<file path="src/sv/lcuce_pkg.sv">
package lcuce_pkg;

  localparam logic [7:0]  PktTypeCommand = 8'h01;
  localparam logic [15:0] OpcodeConnUpdate = 16'h2013;
  localparam logic [7:0]  ParamLength = 8'd14;
  localparam logic [15:0] HandleLimit = 16'h0EFF;
  localparam logic [15:0] IntervalLow = 16'd6;
  localparam logic [15:0] IntervalHigh = 16'd3200;
  localparam logic [15:0] LatencyHigh = 16'd499;
  localparam logic [15:0] TimeoutLow = 16'd10;
  localparam logic [15:0] TimeoutHigh = 16'd3200;
  localparam int unsigned PacketLen = 18;
  localparam int unsigned IdxW = $clog2(PacketLen);
  localparam logic [IdxW-1:0] LastIdx = IdxW'(PacketLen - 1);

  typedef struct packed {
    logic [15:0] conn_handle;
    logic [15:0] interval_min;
    logic [15:0] interval_max;
    logic [15:0] periph_latency;
    logic [15:0] sup_timeout;
    logic        rejected;
  } cmd_t;

endpackage

</file>
<file path="src/sv/lcuce_front.sv">
module lcuce_front
  import lcuce_pkg::*;
(
  input  logic [15:0] conn_handle,
  input  logic [15:0] interval_min,
  input  logic [15:0] interval_max,
  input  logic [15:0] periph_latency,
  input  logic [15:0] sup_timeout,
  output cmd_t        cmd
);

  logic        range_ok;
  logic [9:0]  lat_p1;
  logic [21:0] prod;
  logic [21:0] tmo_x4;

  // ranges bound latency to 9 bits and interval to 12 bits
  assign lat_p1 = {1'b0, periph_latency[8:0]} + 10'd1;
  assign prod   = 22'(lat_p1 * interval_max[11:0]);
  assign tmo_x4 = {8'd0, sup_timeout[11:0], 2'b00};

  assign range_ok = (conn_handle <= HandleLimit) &&
                    (interval_min >= IntervalLow) &&
                    (interval_max <= IntervalHigh) &&
                    (interval_min <= interval_max) &&
                    (periph_latency <= LatencyHigh) &&
                    (sup_timeout >= TimeoutLow) &&
                    (sup_timeout <= TimeoutHigh);

  always_comb begin
    cmd.conn_handle    = conn_handle;
    cmd.interval_min   = interval_min;
    cmd.interval_max   = interval_max;
    cmd.periph_latency = periph_latency;
    cmd.sup_timeout    = sup_timeout;
    cmd.rejected       = !(range_ok && (tmo_x4 > prod));
  end

endmodule

</file>
<file path="src/sv/lcuce_queue.sv">
module lcuce_queue
  import lcuce_pkg::*;
(
  input  logic clk,
  input  logic rst_n,
  input  logic push,
  input  cmd_t wr_cmd,
  output logic full,
  input  logic pop,
  output logic empty,
  output cmd_t rd_cmd
);

  cmd_t       mem_r [2];
  logic       wr_ptr_r, wr_ptr_nxt;
  logic       rd_ptr_r, rd_ptr_nxt;
  logic [1:0] count_r, count_nxt;
  logic       do_push, do_pop;

  assign full    = (count_r == 2'd2);
  assign empty   = (count_r == 2'd0);
  assign rd_cmd  = mem_r[rd_ptr_r];
  assign do_push = push && !full;
  assign do_pop  = pop && !empty;

  always_comb begin
    wr_ptr_nxt = do_push ? ~wr_ptr_r : wr_ptr_r;
    rd_ptr_nxt = do_pop ? ~rd_ptr_r : rd_ptr_r;
    count_nxt  = count_r;
    if (do_push && !do_pop) begin
      count_nxt = count_r + 2'd1;
    end else if (do_pop && !do_push) begin
      count_nxt = count_r - 2'd1;
    end
  end

  always_ff @(posedge clk) begin
    if (!rst_n) begin
      wr_ptr_r <= 1'b0;
      rd_ptr_r <= 1'b0;
      count_r  <= 2'd0;
    end else begin
      wr_ptr_r <= wr_ptr_nxt;
      rd_ptr_r <= rd_ptr_nxt;
      count_r  <= count_nxt;
    end
  end

  always_ff @(posedge clk) begin
    if (do_push) begin
      mem_r[wr_ptr_r] <= wr_cmd;
    end
  end

endmodule

</file>
<file path="src/sv/lcuce_back.sv">
module lcuce_back
  import lcuce_pkg::*;
(
  input  logic       clk,
  input  logic       rst_n,
  input  logic       q_empty,
  input  cmd_t       q_cmd,
  output logic       q_pop,
  output logic       out_empty,
  input  logic       out_pop,
  output logic [7:0] out_packet_byte,
  output logic       out_final_byte,
  output logic       out_rejected
);

  cmd_t            cur_r;
  logic            busy_r, busy_nxt;
  logic [IdxW-1:0] idx_r, idx_nxt;
  logic            out_valid_r, out_valid_nxt;
  logic [7:0]      byte_r;
  logic            final_r;
  logic            rej_r;
  logic            out_free, adv, last, take;
  logic [7:0]      sel_byte;

  assign out_free = !out_valid_r || out_pop;
  assign adv      = busy_r && out_free;
  assign last     = cur_r.rejected || (idx_r == LastIdx);
  assign take     = !q_empty && (!busy_r || (adv && last));
  assign q_pop    = take;

  always_comb begin
    case (idx_r)
      5'd0:    sel_byte = PktTypeCommand;
      5'd1:    sel_byte = OpcodeConnUpdate[7:0];
      5'd2:    sel_byte = OpcodeConnUpdate[15:8];
      5'd3:    sel_byte = ParamLength;
      5'd4:    sel_byte = cur_r.conn_handle[7:0];
      5'd5:    sel_byte = cur_r.conn_handle[15:8];
      5'd6:    sel_byte = cur_r.interval_min[7:0];
      5'd7:    sel_byte = cur_r.interval_min[15:8];
      5'd8:    sel_byte = cur_r.interval_max[7:0];
      5'd9:    sel_byte = cur_r.interval_max[15:8];
      5'd10:   sel_byte = cur_r.periph_latency[7:0];
      5'd11:   sel_byte = cur_r.periph_latency[15:8];
      5'd12:   sel_byte = cur_r.sup_timeout[7:0];
      5'd13:   sel_byte = cur_r.sup_timeout[15:8];
      default: sel_byte = 8'd0;
    endcase
  end

  always_comb begin
    busy_nxt      = busy_r;
    idx_nxt       = idx_r;
    out_valid_nxt = out_valid_r;
    if (out_pop) begin
      out_valid_nxt = 1'b0;
    end
    if (adv) begin
      out_valid_nxt = 1'b1;
      idx_nxt       = idx_r + 1'b1;
      if (last) begin
        busy_nxt = 1'b0;
      end
    end
    if (take) begin
      busy_nxt = 1'b1;
      idx_nxt  = '0;
    end
  end

  always_ff @(posedge clk) begin
    if (!rst_n) begin
      busy_r      <= 1'b0;
      idx_r       <= '0;
      out_valid_r <= 1'b0;
    end else begin
      busy_r      <= busy_nxt;
      idx_r       <= idx_nxt;
      out_valid_r <= out_valid_nxt;
    end
  end

  always_ff @(posedge clk) begin
    if (take) begin
      cur_r <= q_cmd;
    end
    if (adv) begin
      byte_r  <= cur_r.rejected ? 8'd0 : sel_byte;
      final_r <= last;
      rej_r   <= cur_r.rejected;
    end
  end

  assign out_empty       = !out_valid_r;
  assign out_packet_byte = byte_r;
  assign out_final_byte  = final_r;
  assign out_rejected    = rej_r;

endmodule

</file>
<file path="src/sv/le_connection_update_command_encoder_unit.sv">
// A command passes the queue, the serialiser register and the output register in turn.
// One word per cycle while out_pop is high; a valid command is 18 words, a rejected one 1.
// A two-entry command queue between validation and the byte serialiser sets the input slack.
// Reset: synchronous, active low; clears the queue, the serialiser and the output stage.
module le_connection_update_command_encoder_unit
  import lcuce_pkg::*;
(
  input  logic        clk,
  input  logic        rst_n,
  input  logic        in_push,
  output logic        in_full,
  input  logic [15:0] in_conn_handle,
  input  logic [15:0] in_interval_min,
  input  logic [15:0] in_interval_max,
  input  logic [15:0] in_periph_latency,
  input  logic [15:0] in_sup_timeout,
  output logic        out_empty,
  input  logic        out_pop,
  output logic [7:0]  out_packet_byte,
  output logic        out_final_byte,
  output logic        out_rejected
);

  cmd_t front_cmd;
  cmd_t q_cmd;
  logic q_empty;
  logic q_pop;

  lcuce_front u_front (
    .conn_handle    (in_conn_handle),
    .interval_min   (in_interval_min),
    .interval_max   (in_interval_max),
    .periph_latency (in_periph_latency),
    .sup_timeout    (in_sup_timeout),
    .cmd            (front_cmd)
  );

  lcuce_queue u_queue (
    .clk    (clk),
    .rst_n  (rst_n),
    .push   (in_push),
    .wr_cmd (front_cmd),
    .full   (in_full),
    .pop    (q_pop),
    .empty  (q_empty),
    .rd_cmd (q_cmd)
  );

  lcuce_back u_back (
    .clk             (clk),
    .rst_n           (rst_n),
    .q_empty         (q_empty),
    .q_cmd           (q_cmd),
    .q_pop           (q_pop),
    .out_empty       (out_empty),
    .out_pop         (out_pop),
    .out_packet_byte (out_packet_byte),
    .out_final_byte  (out_final_byte),
    .out_rejected    (out_rejected)
  );

endmodule
</file>
<file path="config.mk">
export PLATFORM = sky130hd
export DESIGN_NAME = le_connection_update_command_encoder_unit
export DESIGN_NICKNAME = d
export VERILOG_FILES = /design/src/sv/lcuce_pkg.sv /design/src/sv/lcuce_front.sv /design/src/sv/lcuce_queue.sv /design/src/sv/lcuce_back.sv /design/src/sv/le_connection_update_command_encoder_unit.sv
export SDC_FILE = /design/constraint.sdc
export NUM_CORES = 1
export LEC_CHECK = 0
export BUFFER_PORTS_ARGS = -buffer_cell sky130_fd_sc_hd__buf_2
export CORE_ASPECT_RATIO = 1.25
export CORE_MARGIN = 2
export CORE_UTILIZATION = 40
export DETAILED_ROUTE_END_ITERATION = 8
export HOLD_SLACK_MARGIN = 0.12
export REMOVE_ABC_BUFFERS = 1
export SLEW_MARGIN = 5
export SYNTH_ARGS = -nofsm -noshare
export SYNTH_HDL_FRONTEND = slang
export SYNTH_SLANG_ARGS = --single-unit
export TNS_END_PERCENT = 30
</file>
<file path="constraint.sdc">
create_clock -name clk -period 10.08 [get_ports clk]
set_clock_uncertainty 0.15 [all_clocks]
set_input_delay 1.512 -clock clk [delete_from_list [all_inputs] [get_ports clk]]
set_output_delay 1.512 -clock clk [all_outputs]
set_load 0.05 [all_outputs]
</file>
==> results list <==
- The run finished with clean final reports.
* Ant diodes: 0
- Total setup violations reported at the end of the flow: 0
- Headroom to the max-slew limit: 29.7%
* Seq/Total Area, Yosys: 54.0%
- Total leakage power: 6.35 nW
- Yosys mapped the design onto 55 distinct sky130hd cell types.
* Number of enable flip-flop cells after synthesis: 253
- Number of global-route vias before repair: 9533
- Clock-pin slew on the worst setup and hold paths: 0.06 ns
- Antenna violations before repair: 0
* Kind of path behind the tightest hold check: flop to flop
- Initial Util: 40.8%
- Later-pin clock latency in the skew report: 0.53 ns
- Power per cell area: 278 mW/mm^2
* Critical Path AT: 8.69 ns
- CTS-repair resized insts: 0
* Die width: 174 um
* Overall overflow remaining after global route: 0
- IO Pins: 96
- Unrepaired setup endpoints after global routing: false
* Post-Syn Instances: 1089
* Synth-to-Final Area Change: 12.9%
* Main flop type after synthesis: sky130_fd_sc_hd__edfxtp_1
- For the finished layout, the period the worst path requires is 8.59 ns.
* Clock buffer depth: 3
* Most frequent cell on the critical path: sky130_fd_sc_hd__fa_1
- During placement, the flow inserted port buffers numbering 95.
- STA classifies the critical path startpoint as an input pin.
* Die height: 217 um
- In the synthesized netlist the async set-or-reset flop fraction comes to 0%.
- On the worst path, the slowest cell contributes a delay of 0.75 ns.
* Final worst setup slack: 1.49 ns
* Final design instance area without fill: 0.0164 sq mm
- Leading post-synthesis cells by instance count: sky130_fd_sc_hd__edfxtp_1, sky130_fd_sc_hd__inv_1, sky130_fd_sc_hd__ha_1, sky130_fd_sc_hd__mux2_2, sky130_fd_sc_hd__nor2_1
* Global-route total usage across every layer: 20.4%
* Detailed-route wire length per cell: 22.5 um
- Cells with a size suffix above 1 make up 19.2% of the layout.
- Total of flip-flops plus latches after synthesis: 264
- For this block, the via count after detailed routing is 9077.
* Core Region: 0.0356 sq mm
- Across all hold checks on the routed design, the worst slack comes to 0.335 ns.
- Detailed-route wire length: 38000 um
- Yosys instantiated no cell more often than sky130_fd_sc_hd__edfxtp_1.
- Half-perimeter wire length after placement: 28200 um
- Signal routing reaches up to met4.
* Number of design-rule violations left by the first detailed-router iteration: 623
* Largest net degree at the start of global routing: 72
- Router iterations before antenna repair: 5
* Total number of nets in the final design: 1449
- The largest total area in the synthesized netlist belongs to sky130_fd_sc_hd__edfxtp_1.
- Measured slew at the worst slew-check pin: 1.05 ns
- Synth warnings: 0
* Peak supply drop: 0.142 mV
- Routed length on met2: 19800 um
- In the finished design, the share of the clock period the worst path needs comes to 85.2%.
- Counting the buffers created by CTS gives 25.
- Max frequency: 0.116 GHz
* Library cell used as clock root buffer: sky130_fd_sc_hd__clkbuf_16
- Counting both buffers and inverters, the worst setup path holds a total of 3.
- Summing internal, switching and leakage power gives 0.00454 W.
- Number of sinks handled by clock tree synthesis: 264
- Crit-path leading delay family: adder cells
* Final Slew Violations: 0
- Before CTS, the worst setup slack after placement is 0.974 ns.
* Count of final hold-check violations: 0
- The tool flagged a number of max-cap violations equal to 0.
* Category of the most critical setup path: input pin to flop
- Critical Path End Type: flop
* Met1 wire length: 15000 um
- Cells taking the most area after synthesis: sky130_fd_sc_hd__edfxtp_1, sky130_fd_sc_hd__fa_1, sky130_fd_sc_hd__ha_1
- Routability-driven placement finished with a final weighted congestion of 0.903.
- Row generation in the floorplan step produced 77 rows.
- After detailed routing, the number of remaining DRC violations is 0.
- Library cell contributing the largest single delay on the critical path: sky130_fd_sc_hd__xor2_1
* Post-CTS Hold Fix Bufs: 0
- Post-Synthesis Cell Area: 0.0145 sq mm
- Fraction of post-synthesis cell area in the top cell type by area: 52.4%
- TritonCTS built the clock tree.
* Number of H-tree levels: 1
- The detail route stage leaves a number of antenna-violating nets equal to 0.
- STA puts the critical path data required time at 10.18 ns.
* FILL cells: 3195
- Detailed-route vias per instance: 5.38
- In the final timing run, aggregate negative setup slack is 0 ns.
- The first global-routing pass estimated 57800 um of wire.
* Sum of met3 wire segment lengths after detailed routing: 1390 um
- Area enclosed by the die boundary: 0.0378 sq mm
- Along the worst path, the maximum fanout reaches 11.
- Buffers added to address setup during post-CTS repair amount to 0.
- The placed instances occupy a cell area of 0.0156 sq mm.
- Avg Cell Area, Syn: 13.3 sq um
## per-layer routing
layer / global-route usage [%] / vias to the layer above
li1: - / 4157
met1: 24.7 / 4607
met2: 36.5 / 239
met3: 2.06 / 74
met4: 9.41 / 0
met5: 0 / -
## cell type report
| class | instances | area [sq um] | share of cell area (%) |
|---|---|---|---|
| clock buffer | 36 | 719 | 4.40 |
| clock inverter | 8 | 73.8 | 0.451 |
| inverter | 112 | 422 | 2.58 |
| multi-input combinational | 685 | 6150 | 37.6 |
| sequential | 264 | 7820 | 47.8 |
| tap | 474 | 593 | 3.63 |
| timing repair buffer | 108 | 573 | 3.50 |
## sequential cells by signal, indices dropped and copies added, names as in the netlist
name and flops:
u_queue.wr_ptr_r 1, u_back.out_valid_r 1, u_back.idx_r 5, u_back.busy_r 1, u_queue.count_r 2, u_back.cur_r 81
u_back.out_rejected 1, u_back.out_final_byte 1, u_queue.mem_r 162, u_queue.rd_ptr_r 1, u_back.out_packet_byte 8
## stage by stage
step	util, %	instances
detailed placement	43.8	1643
floorplan	-	1061
global route	46.0	1687
CTS	46.0	1687
finish	46.0	1687
global placement	43.8	1643
## layout by cell type (no fill, tap or decap), types with 19 or more instances in the layout
| cell type | n |
|---|---|
| sky130_fd_sc_hd__nor3_1 | 20 |
| sky130_fd_sc_hd__inv_1 | 106 |
| sky130_fd_sc_hd__o21ai_0 | 19 |
| sky130_fd_sc_hd__ha_1 | 91 |
| sky130_fd_sc_hd__fa_1 | 78 |
| sky130_fd_sc_hd__edfxtp_1 | 253 |
| sky130_fd_sc_hd__nor2_1 | 78 |
| sky130_fd_sc_hd__a21oi_1 | 22 |
| sky130_fd_sc_hd__mux2_2 | 81 |
| sky130_fd_sc_hd__nand2_1 | 76 |
| sky130_fd_sc_hd__buf_2 | 95 |
| sky130_fd_sc_hd__clkbuf_16 | 27 |
| sky130_fd_sc_hd__nand2b_1 | 20 |
## report_power, final
group | leakage, nW | internal, W | switching [W]
Combinational | 3.51 | 0.000803 | 0.00118
Clock | 0.384 | 0.000523 | 0.000389
Sequential | 2.46 | 0.00154 | 0.000101
## cell families after synthesis
logic type                 synth area share, %
AOI/OAI and AO/OA                         6.82
xor gates and xnor gates                  1.87
adders and majority gates                 18.6
buffers and inverters                     3.65
DFF                                       54.0
muxes                                     6.43
and+or+nand+nor                           8.63
## final timing paths
path | startpoint | to | slack (ns) | depth (start not counted)
setup / recovery | in_periph_latency[0] | u_queue.mem_r[0][0]$_DFFE_PP_ | 1.49 | 27
setup reg to reg | u_back.idx_r[1]$_SDFFE_PP0P_ | u_back.cur_r[63]$_DFFE_PP_ | 6.69 | 8
hold / removal | u_back.busy_r$_SDFFE_PN0P_ | u_back.out_valid_r$_SDFFE_PN0P_ | 0.33 | 1
hold reg to reg | u_back.busy_r$_SDFFE_PN0P_ | u_back.out_valid_r$_SDFFE_PN0P_ | 0.33 | 1
Note: power is estimated with default switching activity, not from simulation.
